<file path="src/rtl/ssf_pkg.sv">
`timescale 1ns / 1ps
// ----------------------------------------------------------------------------
// ssf_pkg: shared types and constants of the separation force block
// Fixed-point formats, datapath widths, register indexes and the queue entry.
// ----------------------------------------------------------------------------
package ssf_pkg;

    // Position fraction bits and gain fraction bits
    localparam int FRAC_BITS  = 8;
    localparam int GAIN_FRAC  = 8;

    localparam int POS_W      = 24;             // position field width
    localparam int DIFF_W     = POS_W + 1;      // dx, dy and their magnitudes
    localparam int RAD_W      = 20;             // radius width
    localparam int GAIN_W     = 16;             // gain width
    localparam int ID_W       = 16;             // agent id width
    localparam int FORCE_W    = 32;             // accumulator / result width
    localparam int CFG_IDX_W  = 8;              // config index width
    localparam int CFG_DATA_W = 20;             // config data width

    localparam int SQ_W       = 2 * DIFF_W;     // one squared axis
    localparam int SUM_W      = SQ_W + 1;       // squared distance
    localparam int RR_W       = 2 * RAD_W;      // radius squared
    localparam int PR_W       = GAIN_W + RAD_W; // gain * (radius - dist)
    localparam int PR_LO_W    = PR_W / 2;
    localparam int PR_HI_W    = PR_W - PR_LO_W;
    localparam int NUM_W      = DIFF_W + PR_W;  // numerator before scaling
    localparam int DIV_W      = NUM_W + FRAC_BITS;
    localparam int DEN_W      = RR_W;
    localparam int CNT_W      = $clog2(DIV_W);
    localparam int SQRT_STEPS = RAD_W;

    // Squared-distance threshold: floor(0.01 * 2^(2*FRAC_BITS))
    localparam logic [SUM_W-1:0] EPS_SQ = SUM_W'((64'd1 << (2 * FRAC_BITS)) / 100);

    // Register indexes
    localparam logic [CFG_IDX_W-1:0] REG_SEP_RADIUS = CFG_IDX_W'(0);
    localparam logic [CFG_IDX_W-1:0] REG_FORCE_GAIN = CFG_IDX_W'(1);

    localparam logic [RAD_W-1:0]  SEP_RADIUS_RST = RAD_W'(5120);
    localparam logic [GAIN_W-1:0] FORCE_GAIN_RST = GAIN_W'(256);

    localparam int QUEUE_DEPTH = 2;
    localparam int QPTR_W      = $clog2(QUEUE_DEPTH);

    // Classified pair between front and back
    typedef struct packed {
        logic signed [DIFF_W-1:0] dx;
        logic signed [DIFF_W-1:0] dy;
        logic                     skip;
        logic                     last;
    } ssf_item_t;

endpackage

</file>
<file path="src/rtl/ssf_front.sv">
`timescale 1ns / 1ps
// ----------------------------------------------------------------------------
// ssf_front: request intake and classification
// Forms dx, dy and the equal-id skip flag and pushes them to the queue.
// ----------------------------------------------------------------------------
module ssf_front import ssf_pkg::*; (
    input  logic                    aresetn,
    input  logic                    s_valid,
    output logic                    s_ready,
    input  logic signed [POS_W-1:0] s_self_x,
    input  logic signed [POS_W-1:0] s_self_y,
    input  logic [ID_W-1:0]         s_self_id,
    input  logic signed [POS_W-1:0] s_nbr_x,
    input  logic signed [POS_W-1:0] s_nbr_y,
    input  logic [ID_W-1:0]         s_nbr_id,
    input  logic                    s_last_pair,
    input  logic                    q_full,
    output logic                    q_push,
    output ssf_item_t               q_item
);

    // Accept whenever the queue has room
    assign s_ready = aresetn && !q_full;
    assign q_push  = s_valid && s_ready;

    // Classify the request
    always_comb begin
        q_item.dx   = DIFF_W'(s_self_x) - DIFF_W'(s_nbr_x);
        q_item.dy   = DIFF_W'(s_self_y) - DIFF_W'(s_nbr_y);
        q_item.skip = (s_self_id == s_nbr_id);
        q_item.last = s_last_pair;
    end

endmodule

</file>
<file path="config.mk">
export PLATFORM = sky130hd
export DESIGN_NAME = ssf_front
export DESIGN_NICKNAME = d
export VERILOG_FILES = /design/src/rtl/ssf_pkg.sv /design/src/rtl/ssf_front.sv
export SDC_FILE = /design/constraint.sdc
export NUM_CORES = 1
export LEC_CHECK = 0
export ABC_AREA = 1
export BUFFER_PORTS_ARGS = -buffer_cell sky130_fd_sc_hd__clkbuf_2
export CAP_MARGIN = 10
export CELL_PAD_IN_SITES_DETAIL_PLACEMENT = 1
export CELL_PAD_IN_SITES_GLOBAL_PLACEMENT = 2
export CORE_MARGIN = 8
export CORE_UTILIZATION = 24
export DETAILED_ROUTE_END_ITERATION = 10
export GPL_ROUTABILITY_DRIVEN = 0
export GPL_TIMING_DRIVEN = 0
export PLACE_DENSITY = 0.95
export SLEW_MARGIN = 20
export SYNTH_ARGS = -nofsm -noshare
export SYNTH_HDL_FRONTEND = slang
export SYNTH_SLANG_ARGS = --single-unit
export TNS_END_PERCENT = 50
</file>
<file path="constraint.sdc">
create_clock -name vclk -period 2.4
set_input_delay 0.12 -clock vclk [all_inputs]
set_output_delay 0.12 -clock vclk [all_outputs]
set_load 0.03 [all_outputs]
</file>
==> results.toml <==
[power]
combPwrFrac = 1.000
sw_frac_of_total = 0.6794
leakagePower_nw = 3.671
seq_power_share = 0
pwr-share-clk = 0
powerDensity_nw_per_um2 = 305.1
intPower_w = 0.0005151
irDropWorstVdd_v = 0.0001746
switchingPower_w = 0.001091

[timing]
slew-limit-headroom = 0.8316
fmax_mhz = 482.4
period_needed_ns = 2.073
whs_ns = 0.5059
setup_ws_ns = 0.3272
setup_tns_ns = 0
tightest_slew_ns = 0.2526
slew_violations = 0
setup-violations-final = 0
finalHoldViolCount = 0
rsz0062_at_grt = "false"
finalCritPeriodShare = 0.8637

[outcome]
status = "finished clean"

[route]
wl_per_cell_um = 12.33
drcViolationCount = 0
final_antenna_net_count = 0
via_per_inst = 4.230
vias = 5300
dr.pass1.iters = 4
drtIter0Drc = 99
wl_mm = 15.45

[worst_setup_path]
worstSetupPathType = "in2out"
cp.arrival_ns = 1.95
crit_path_max_fanout = 4
end_kind = "primary output"
crit_slowest_cell = "fa_1"
cp-start-kind = "input port"
required_ns = 2.28
cp_slowest_stage_delay_ns = 0.42
critPathMostFrequentCell = "nand2_1"
path_cells = "clkbuf_2 > inv_1 > ha_1 > fa_1 > inv_1 > nand2_1 > nand2_1 > nand3_1 > nand2_2 > nand2_1 > nand2_1 > xor2_1 > clkbuf_2"

[final_layout]
fin_util = 0.3175
seq_area_um2 = 0
seq_cell_count = 0
final_layout_size_suffix_gt1_frac = 0.2072
layout.nets = 1217
n_antenna_cell = 0
clkbuf_count = 0
area_growth_pct = 29.56

[placed_design]
port_buffers = 185
place_hpwl_mm = 14.72
pre_cts_ws_ns = 0.2876

[grt]
grt_max_degree = 7
grt_pass1_vias = 5613
grt_overflow = 0
grt_use_total = 0.1401
grt_first_pass_wirelength_mm = 25.80
antenna_found_initial = 0

[synth]
netlist_area_um2 = 4064
syn_nets = 1030
seq_area_frac_synth = 0
yosys_warnings = 0
synthTopCellsByCount = "352 x nand2_1, 233 x inv_1, 50 x nor2_1"
synth_cell_types = 21
synth.largest_area_cell = "nand2_1"
synth_top_area_share = 0.3251
yosysMostFrequentCell = "nand2_1"
synthTopCellsByArea = "nand2_1 33%, inv_1 22%, ha_1 15%"
synth.avg_cell_area_um2 = 4.792
syn_inst = 848

[cts]
cts_resized = 0
cts_hold_buf = 0
post_cts_buffers = 0

[die]
rows = 47
die_w_um = 146.1
die_h_um = 146.1
die-area_um2 = 21350
coreArea_um2 = 16580
pin_count = 186
initial_core_util = 0.2451

[flow_run]
maxCapViolations = 0

[hold_path]
whs_path_depth = 2
hold_class = "in2out"
hold_start = "s_last_pair"
hold_path_end = "q_item[0]"
## metal layers
layer	up-vias	track usage	share of wire
met5	-	0	0
met4	0	0.001030	0.00065
met3	2	0.02132	0.046
met2	94	0.2720	0.51
met1	2352	0.1660	0.45
li1	2852	-	-
## cells in the final DEF, fill, tap and decap left out, drive strengths merged
| cell type | instances |
|---|---|
| nand2 | 360 |
| inv | 233 |
| clkbuf | 185 |
| nor2 | 66 |
| ha | 48 |
| nand3 | 42 |
| xor2 | 30 |
| a21oi | 26 |
| nand4 | 12 |
| xnor2 | 8 |
| nor3 | 7 |
| or2 | 5 |
| nand3b | 4 |
| and2 | 2 |
| fa | 2 |
| nor3b | 1 |
| o211ai | 1 |
| buf | 1 |
## power groups by stage
stage               logic [W]  registers (W)  clock network (W)
finish                0.00161              0                  0
global placement      0.00160              0                  0
floorplan             0.00111              0                  0
global route          0.00179              0                  0
CTS                   0.00163              0                  0
detailed placement    0.00163              0                  0
## worst max path at each step
| stage | startpoint | end | depth (start not counted) |
|---|---|---|---|
| global route | s_self_x[0] | q_item[39] | 13 |
| floorplan | s_self_y[0] | q_item[14] | 11 |
| detailed placement | s_self_x[0] | q_item[39] | 13 |
| finish | s_self_x[0] | q_item[39] | 13 |
| global placement | s_self_x[0] | q_item[43] | 13 |
| CTS | s_self_x[0] | q_item[39] | 13 |
## per-stage QoR
| step | total power (W) | std cells | instance area [µm²] |
|---|---|---|---|
| final | 0.001606 | 1253 | 5265 |
| after global routing | 0.001791 | 1253 | 5265 |
| after CTS | 0.001635 | 1253 | 5265 |
| after detailed placement | 0.001628 | 1253 | 5265 |
| after global placement | 0.001603 | 1253 | 5265 |
| after floorplan | 0.001107 | 848 | 4064 |
## cells by family after synthesis
kind of cell               count (synthesis)  synth area share
adders and majority gates                 50            0.1576
and+or+nand+nor                          499            0.5095
buffers and inverters                    234            0.2171
xor gates and xnor gates                  38           0.08190
AOI/OAI and AO/OA                         27           0.03387
## worst max-delay path: cells and delay by family
family / cells / cell delay (ns)
AND/OR/NAND/NOR: 6 / 0.56
XOR/XNOR: 1 / 0.17
buffers and inverters: 4 / 0.47
adder cells (fa/ha/maj): 2 / 0.63
## cell type report
class / instances / area, µm²
timing repair buffer: 185 / 925.9
buffer: 1 / 7.507
tap: 220 / 275.3
inverter: 233 / 874.6
multi-input combinational: 614 / 3182
fill: 2409 / 11320
No activity file was read; power rests on OpenSTA's default activity.
