==> src/rtl/ssf_pkg.sv <==
`timescale 1ns / 1ps
// ----------------------------------------------------------------------------
// ssf_pkg: shared types and constants of the separation force block
// Fixed-point formats, datapath widths, register indexes and the queue entry.
// ----------------------------------------------------------------------------
package ssf_pkg;

    // Position fraction bits and gain fraction bits
    localparam int FRAC_BITS  = 8;
    localparam int GAIN_FRAC  = 8;

    localparam int POS_W      = 24;             // position field width
    localparam int DIFF_W     = POS_W + 1;      // dx, dy and their magnitudes
    localparam int RAD_W      = 20;             // radius width
    localparam int GAIN_W     = 16;             // gain width
    localparam int ID_W       = 16;             // agent id width
    localparam int FORCE_W    = 32;             // accumulator / result width
    localparam int CFG_IDX_W  = 8;              // config index width
    localparam int CFG_DATA_W = 20;             // config data width

    localparam int SQ_W       = 2 * DIFF_W;     // one squared axis
    localparam int SUM_W      = SQ_W + 1;       // squared distance
    localparam int RR_W       = 2 * RAD_W;      // radius squared
    localparam int PR_W       = GAIN_W + RAD_W; // gain * (radius - dist)
    localparam int PR_LO_W    = PR_W / 2;
    localparam int PR_HI_W    = PR_W - PR_LO_W;
    localparam int NUM_W      = DIFF_W + PR_W;  // numerator before scaling
    localparam int DIV_W      = NUM_W + FRAC_BITS;
    localparam int DEN_W      = RR_W;
    localparam int CNT_W      = $clog2(DIV_W);
    localparam int SQRT_STEPS = RAD_W;

    // Squared-distance threshold: floor(0.01 * 2^(2*FRAC_BITS))
    localparam logic [SUM_W-1:0] EPS_SQ = SUM_W'((64'd1 << (2 * FRAC_BITS)) / 100);

    // Register indexes
    localparam logic [CFG_IDX_W-1:0] REG_SEP_RADIUS = CFG_IDX_W'(0);
    localparam logic [CFG_IDX_W-1:0] REG_FORCE_GAIN = CFG_IDX_W'(1);

    localparam logic [RAD_W-1:0]  SEP_RADIUS_RST = RAD_W'(5120);
    localparam logic [GAIN_W-1:0] FORCE_GAIN_RST = GAIN_W'(256);

    localparam int QUEUE_DEPTH = 2;
    localparam int QPTR_W      = $clog2(QUEUE_DEPTH);

    // Classified pair between front and back
    typedef struct packed {
        logic signed [DIFF_W-1:0] dx;
        logic signed [DIFF_W-1:0] dy;
        logic                     skip;
        logic                     last;
    } ssf_item_t;

endpackage

==> src/rtl/ssf_queue.sv <==
`timescale 1ns / 1ps
// ----------------------------------------------------------------------------
// ssf_queue: short queue between front and back
// Register-based FIFO of classified requests; lets both sides stall on their own.
// ----------------------------------------------------------------------------
module ssf_queue import ssf_pkg::*; (
    input  logic      aclk,
    input  logic      aresetn,
    input  logic      push,
    input  ssf_item_t push_item,
    output logic      full,
    input  logic      pop,
    output logic      empty,
    output ssf_item_t head_item
);

    localparam int CNT_QW = $clog2(QUEUE_DEPTH + 1);

    ssf_item_t           entry_reg [QUEUE_DEPTH];
    logic [QPTR_W-1:0]   wr_ptr_reg, wr_ptr_next;
    logic [QPTR_W-1:0]   rd_ptr_reg, rd_ptr_next;
    logic [CNT_QW-1:0]   count_reg, count_next;

    assign full      = (count_reg == CNT_QW'(QUEUE_DEPTH));
    assign empty     = (count_reg == '0);
    assign head_item = entry_reg[rd_ptr_reg];

    // Pointer and fill count update
    always_comb begin
        wr_ptr_next = wr_ptr_reg;
        rd_ptr_next = rd_ptr_reg;
        count_next  = count_reg;
        if (push) begin
            wr_ptr_next = wr_ptr_reg + QPTR_W'(1);
        end
        if (pop) begin
            rd_ptr_next = rd_ptr_reg + QPTR_W'(1);
        end
        if (push && !pop) begin
            count_next = count_reg + CNT_QW'(1);
        end else if (pop && !push) begin
            count_next = count_reg - CNT_QW'(1);
        end
    end

    always_ff @(posedge aclk) begin
        if (!aresetn) begin
            wr_ptr_reg <= '0;
            rd_ptr_reg <= '0;
            count_reg  <= '0;
        end else begin
            wr_ptr_reg <= wr_ptr_next;
            rd_ptr_reg <= rd_ptr_next;
            count_reg  <= count_next;
        end
    end

    // Entry storage
    always_ff @(posedge aclk) begin
        if (push) begin
            entry_reg[wr_ptr_reg] <= push_item;
        end
    end

endmodule

==> config.mk <==
export PLATFORM = sky130hd
export DESIGN_NAME = ssf_queue
export DESIGN_NICKNAME = d
export VERILOG_FILES = /design/src/rtl/ssf_pkg.sv /design/src/rtl/ssf_queue.sv
export SDC_FILE = /design/constraint.sdc
export NUM_CORES = 1
export LEC_CHECK = 0
export ABC_AREA = 1
export BUFFER_PORTS_ARGS = -buffer_cell sky130_fd_sc_hd__buf_2
export CORE_MARGIN = 5
export CORE_UTILIZATION = 47
export CTS_CLUSTER_DIAMETER = 150
export CTS_CLUSTER_SIZE = 10
export DETAILED_ROUTE_END_ITERATION = 10
export PLACE_DENSITY = 0.81
export SYNTH_ARGS = -nofsm -noshare
export SYNTH_HDL_FRONTEND = slang
export SYNTH_SLANG_ARGS = --single-unit
==> constraint.sdc <==
create_clock -name aclk -period 3.04 [get_ports aclk]
set_clock_uncertainty 0.05 [all_clocks]
set_input_delay 0.456 -clock aclk [delete_from_list [all_inputs] [get_ports aclk]]
set_output_delay 0.456 -clock aclk [all_outputs]
set_load 0.01 [all_outputs]
==> impl_results.md, run 1 <==
- Grt ovf: 0
- Yosys reg bits: ~110
- Largest net degree at the start of global routing: 33
- Via total after detailed routing: around 2000
- Worst hold start: push_item[47]
- Crit path time final: 2420 ps
- Avg WL per Cell: 15.9 um
- # IOs: 110
- Storage element area: 3230 um2
- FILL cells: 660
- ANT cells: 0
- Commonest non-fill, non-tap cell in the layout: buf_2
- Worst Setup End Kind: primary output
- Worst min path class: primary input to flip-flop
- Unrepaired setup endpoints after global routing: false
- Die X: 105 um
- Fin worst setup slack: 623 ps
- Postcts setup bufs: 0
- Worst r2r path cells: 3
- Post-synthesis compound-gate area fraction: less than 1%
- Total Routed Length: a little under 7000 um
- Setup Slack @ Placement: between 900 and 1000 ps
- H-tree depth: 3
- Syn Area/Cell: between 20 and 25 um2
- Fmax: around 410 MHz
- Endpoints failing hold: 0
- Area occupied by multi-input gates: approximately 880 um2
- Placed Cells incl. Taps: 413
- # port buffers: 109
- Critical Path Fanout Max: 32
- Yosys warns: 0
- Initial antenna violation count: 0
- Area post-placement: around 4900 um2
- Clock-pin transition on the worst setup and hold timing paths: about 100 ps
- Share of cells above drive strength 1: a little under three fifths
- Mapped Area: 4240 um2
- Sequential area share after synthesis: between 70% and 80%
- Mapped Cells: approximately 200
- XOR/XNOR Fraction of Synth Area: 0%
- Reg2reg start: wr_ptr_reg$_SDFFE_PN0P_
- CP startpoint kind: flip-flop
- Vias in the first global route: roughly 2100
- Die ar.: about 11000 um2
- Worst Setup Path Type: flip-flop to primary output
- Syn_nets: 254
- Max VDD drop: between 0.2 and 0.3 mV
- Fin. max-slew vios: 0
- FF-to-FF setup slack: about 1400 ps
- Drt pass-1 iters: 4
- Distinct cells, synth: 14
- Initial Util: between 40% and 50%
- Reg2reg end: entry_reg[1][48]$_DFFE_PP_
- Total Nets Final: 373
- CTS Buf Count: 9
- Initial drt markers: 62
- Tot GR Track Use: ~13%
- Clk sink count: about 110
- Die height: 105 um
- CTS root buf: clkbuf_8
- First-pass GRT wire length: between 10000 and 15000 um
- CP required: ~2500 ps
- # rows: 34
- Finished Layout Cells: roughly 430
- LEAKAGE: 2.03 nW
- Worst-skew pair later-pin latency: roughly 350 ps
- TritonCTS clock tree: yes
- Area delta synth->final: 19.1%
- Dpl hpwl: 4730 um
- Max reg flops: roughly 100
- Final worst-path cycle share: 79.5%
- Status: finished clean
- Worst slew pin tran: 677 ps
- Final instance area: between 5000 and 6000 um2
- GPL Wtd Cong: about 0.7
- Hold Crit Depth: 1
- Post-CTS Hold Buffers: 0
- Cell Pwr Density: approximately 570 nW/um2
- Core Box Area: 8760 um2
- Via-to-Cell Ratio: 4.76
- # DRC: 0
- Final setup viols: 0
- Mux contribution to synthesized area: 18.3%
- Dominant cells by area after synthesis: edfxtp_1, mux2_4, buf_12, dfxtp_1, nor2_1
- Area share of the leading cell type in the synthesized netlist: approximately three quarters
- Critical Path AT: 1910 ps
- Worst Hold Endpoint: entry_reg[0][47]$_DFFE_PP_
- Synth Area in Simple Gates: 1.77%
- Slew HR: a little over half
- Post-Synth Adder-Cell Area: 0.295%
- Clock tree buffer depth: 2
- # resized after CTS: 0
- Commonest non-fill, non-tap cells in the layout: buf_2, edfxtp_1, mux2_4
- Largest area contributor in the netlist: edfxtp_1
- Final ANT Viol Nets: 0
- TNS Setup: 0 ps
- Max cap viols: 0
- Main combinational cell family by area after synthesis: multiplexers
==> kinds of logic after synthesis <==
group | count (synthesis)
DFF | 109
and+or+nand+nor | 19
muxes | 52
buffers and inverters | 14
AOI/OAI and AO/OA | 2
adders and majority gates | 1
==> Yosys cell counts <==
cell type  instances
a21oi_1            1
buf_12             5
buf_6              1
dfxtp_1            5
edfxtp_1         104
ha_1               1
inv_1              8
mux2_2             2
mux2_4            50
nand2_1            8
nand3_1            1
nand4_1            1
nor2_1             9
o21ai_0            1
==> area by class of cell <==
cell class,instances,area share (%)
Clock buffer,10,2.53
Clock inverter,5,0.720
Inverter,8,0.596
Multi-Input combinational cell,74,17.4
Sequential cell,109,64.0
Tap cell,108,2.68
Timing Repair Buffer,114,12.1
==> critical path, cell delays in order, from the launching register on <==
cell and delay [ps]:
dfxtp_4 760, buf_4 330, mux2_4 320, buf_2 140
==> how the worst max path moves through the flow <==
stage | from | endpoint | slack (ps)
after floorplan | push | entry_reg[0][0]$_DFFE_PP_ | 740
after global placement | flip-flop | head_item[42] | 1020
after detailed placement | flip-flop | head_item[7] | 980
after CTS | flip-flop | head_item[7] | 570
after global routing | flip-flop | head_item[7] | 520
final | flip-flop | head_item[7] | 620
==> through the flow <==
step	power, mW	hold WS, ps	util, %
3_5_place_dp	2.15	435	55.7
6_report	2.85	230	57.5
4_1_cts	2.89	209	57.5
2_1_floorplan	2.02	413	-
3_3_place_gp	2.14	424	55.7
5_1_grt	2.98	203	57.5
==> per-layer routing <==
metal / up-vias / routed length, um / global-route usage, %
met1: 971 / 2880 / 15.2
met5: - / 0 / 0
li1: 984 / - / -
met3: 7 / 511 / 4.25
met4: 0 / 78 / 5.30
met2: 74 / 3320 / 20.6
==> power breakdown <==
| group | total (mW) | switching, mW | leakage, nW | internal [mW] |
|---|---|---|---|---|
| registers | 1.77 | 0.0394 | 1.02 | 1.73 |
| logic | 0.335 | 0.153 | 0.939 | 0.182 |
| clock network | 0.745 | 0.448 | 0.0768 | 0.297 |
| total | 2.85 | 0.640 | 2.03 | 2.21 |
Power figures use the tool's default switching activity.
==> run 2: changes to the inputs <==
--- a/config.mk
+++ b/config.mk
@@ -8,11 +8,11 @@
 export ABC_AREA = 1
 export BUFFER_PORTS_ARGS = -buffer_cell sky130_fd_sc_hd__buf_2
 export CORE_MARGIN = 5
-export CORE_UTILIZATION = 47
+export CORE_UTILIZATION = 52
 export CTS_CLUSTER_DIAMETER = 150
 export CTS_CLUSTER_SIZE = 10
 export DETAILED_ROUTE_END_ITERATION = 10
-export PLACE_DENSITY = 0.81
+export PLACE_DENSITY = 0.85
 export SYNTH_ARGS = -nofsm -noshare
 export SYNTH_HDL_FRONTEND = slang
 export SYNTH_SLANG_ARGS = --single-unit
==> constraint.sdc (replaced) <==
create_clock -name aclk -period 2.4 [get_ports aclk]
set_clock_uncertainty 0.05 [all_clocks]
set_input_delay 0.36 -clock aclk [delete_from_list [all_inputs] [get_ports aclk]]
set_output_delay 0.36 -clock aclk [all_outputs]
set_load 0.01 [all_outputs]
==> impl_results.md, run 2 (synthesized netlist as in run 1, its figures left out) <==
- Slew HR: 66.1% (+11 points)
- Met3 wire len: 455 um (-11%)
- Storage element area: 3230 um2 (unchanged)
- Top layer in use: met5
- Crit-path cells: buf_12 > mux2_4 > buf_2
- DRT met1 WL: 2700 um (-6.3%)
- TritonCTS clock tree: yes
- Tot GR Track Use: 14.5% (+1.9 points)
- Clk pwr share: 31.8% (+5.7 points)
- Share of cells above drive strength 1: 56.8% (about the same)
- Die X: 100 um (-4.5%)
- Status: finished clean
- Max incr delay on CP: 560 ps (-200 ps)
- Worst r2r path cells: 3 (unchanged)
- Drt pass-1 iters: 4 (unchanged)
- Unrepaired setup endpoints after global routing: false
- CTS root buf: clkbuf_8
- Total Nets Final: 374 (+0.27%)
- Fin. max-slew vios: 0 (unchanged)
- Final worst-path cycle share: ~86%
- Final ANT Viol Nets: 0 (unchanged)
- Die ar.: 10100 um2 (-8.7%)
- Reg2reg end: entry_reg[1][50]$_DFFE_PP_
- Fin util: 63.2% (+5.7 points)
- Via total after detailed routing: 2060 (+1.2%)
- Worst min path class: primary input to flip-flop
- Initial Util: 52.3% (+4.0 points)
- First-pass GRT wire length: 11000 um (+3.3%)
- Clock tree buffer depth: 2 (unchanged)
- Max VDD drop: 0.444 mV (+66%)
- # DRC: 0 (unchanged)
- Critical Path Fanout Max: 27 (-16%)
- Post-CTS Hold Buffers: 0 (unchanged)
- FILL cells: 617 (-6.5%)
- Critical Path AT: 1660 ps (-250 ps)
- GPL Wtd Cong: 0.670 (-1.6%)
- Reg2reg start: wr_ptr_reg$_SDFFE_PN0P_
- Core Box Area: 8090 um2 (-7.7%)
- Commonest non-fill, non-tap cell in the layout: buf_2
- Initial antenna violation count: 1 (+1)
- Clock-pin transition on the worst setup and hold timing paths: 90 ps (about the same)
- Worst Setup End Kind: primary output
- Hold Crit Depth: 1 (unchanged)
- Via-to-Cell Ratio: 4.82 (+1.4%)
- Worst Setup Path Type: flip-flop to primary output
- LEAKAGE: 2.08 nW (+2.1%)
- TNS Setup: 0 ps (unchanged)
- Sw Ratio: 20.3% (-2.2 points)
- # rows: 33 (-2.9%)
- # IOs: 110 (unchanged)
- Area occupied by multi-input gates: 878 um2 (unchanged)
- Endpoints failing hold: 0 (unchanged)
- Worst slew pin tran: 508 ps (-169 ps)
- Commonest non-fill, non-tap cells in the layout: buf_2, edfxtp_1, mux2_4
- Postcts setup bufs: 0 (unchanged)
- ANT cells: 0 (unchanged)
- Worst hold start: push_item[15]
- FF-to-FF setup slack: 800 ps (-610 ps)
- H-tree depth: 3 (unchanged)
- Total Routed Length: 7130 um (+5.1%)
- # resized after CTS: 0 (unchanged)
- Worst Hold Endpoint: entry_reg[0][15]$_DFFE_PP_
- Initial drt markers: 81 (+31%)
- Largest net degree at the start of global routing: 28 (-15%)
- Crit path time final: just over 2000 ps
- Max reg flops: 104 (unchanged)
- Dpl hpwl: 5090 um (+7.5%)
- Cell Pwr Density: 765 nW/um2 (+35%)
- Switching power: 0.794 mW (+24%)
- Int Pwr: 3.12 mW (+41%)
- Vias in the first global route: 2239 (+4.2%)
- Register share of total power: 57.1% (-5.0 points)
- Die height: 100 um (-4.5%)
- CP startpoint kind: flip-flop
- # port buffers: 109 (unchanged)
- Avg WL per Cell: 16.7 um (+5.4%)
- Met2 wire len: 3950 um (+19%)
- Worst-skew pair later-pin latency: 340 ps (about the same)
- CTS Buf Count: 9 (unchanged)
- Grt ovf: 0 (unchanged)
- Clk sink count: 109 (unchanged)
- Comb pwr share: 11.2% (-0.5 points)
- Fmax: roughly 480 MHz
- Area delta synth->final: 20.8%
- Max cap viols: 0 (unchanged)
- CP required: 1990 ps (-540 ps)
- CP max stage cell: dfxtp_4
- Final setup viols: 0 (unchanged)
run 2: critical path, delay by kind of cell, from the launching register on:
family | cells | cell delay (ps)
mux | 1 | 320
flops | 1 | 560
buf+inv | 2 | 410
run 2: power groups by stage:
| stage | clock, mW | sequential, mW | combinational [mW] |
|---|---|---|---|
| 6_report | 1.24 | 2.24 | 0.437 |
| 5_1_grt | 1.38 | 2.25 | 0.472 |
| 4_1_cts | 1.29 | 2.24 | 0.446 |
| 3_5_place_dp | 0 | 2.28 | 0.445 |
| 3_3_place_gp | 0 | 2.27 | 0.433 |
| 2_1_floorplan | 0 | 2.26 | 0.297 |
run 2: stage by stage:
stage / hold WS (ps) / setup WS (ps) / cell area [um2] / cells / total power, mW
2_1_floorplan: 409 / 200 / 4240 / 197 / 2.56
3_3_place_gp: 425 / 682 / 4880 / 411 / 2.71
3_5_place_dp: 454 / 683 / 4880 / 411 / 2.73
4_1_cts: 121 / 285 / 5120 / 427 / 3.97
5_1_grt: 111 / 251 / 5120 / 427 / 4.10
6_report: 151 / 326 / 5120 / 427 / 3.92
run 2: worst max-delay path by stage:
stage | slack (ps) | to | from
after floorplan | 200 | entry_reg[0][0]$_DFFE_PP_ | push
after global placement | 680 | head_item[10] | flip-flop
after detailed placement | 680 | head_item[8] | flip-flop
after CTS | 280 | head_item[8] | flip-flop
after global routing | 250 | head_item[8] | flip-flop
final | 330 | head_item[8] | flip-flop
run 2: area by class of cell:
type | instances | share of cell area [%]
Inverter | 8 | 0.587
Clock inverter | 4 | 1.93
Multi-Input combinational cell | 74 | 17.2
Clock buffer | 12 | 2.64
Sequential cell | 109 | 63.1
Tap cell | 105 | 2.57
Timing Repair Buffer | 115 | 12.0
run 2: layer usage:
metal / up-vias / track usage (%)
li1: 987 / -
met1: 1001 / 16.2
met2: 66 / 26.1
met3: 4 / 5.00
met4: 2 / 4.35
met5: - / 0
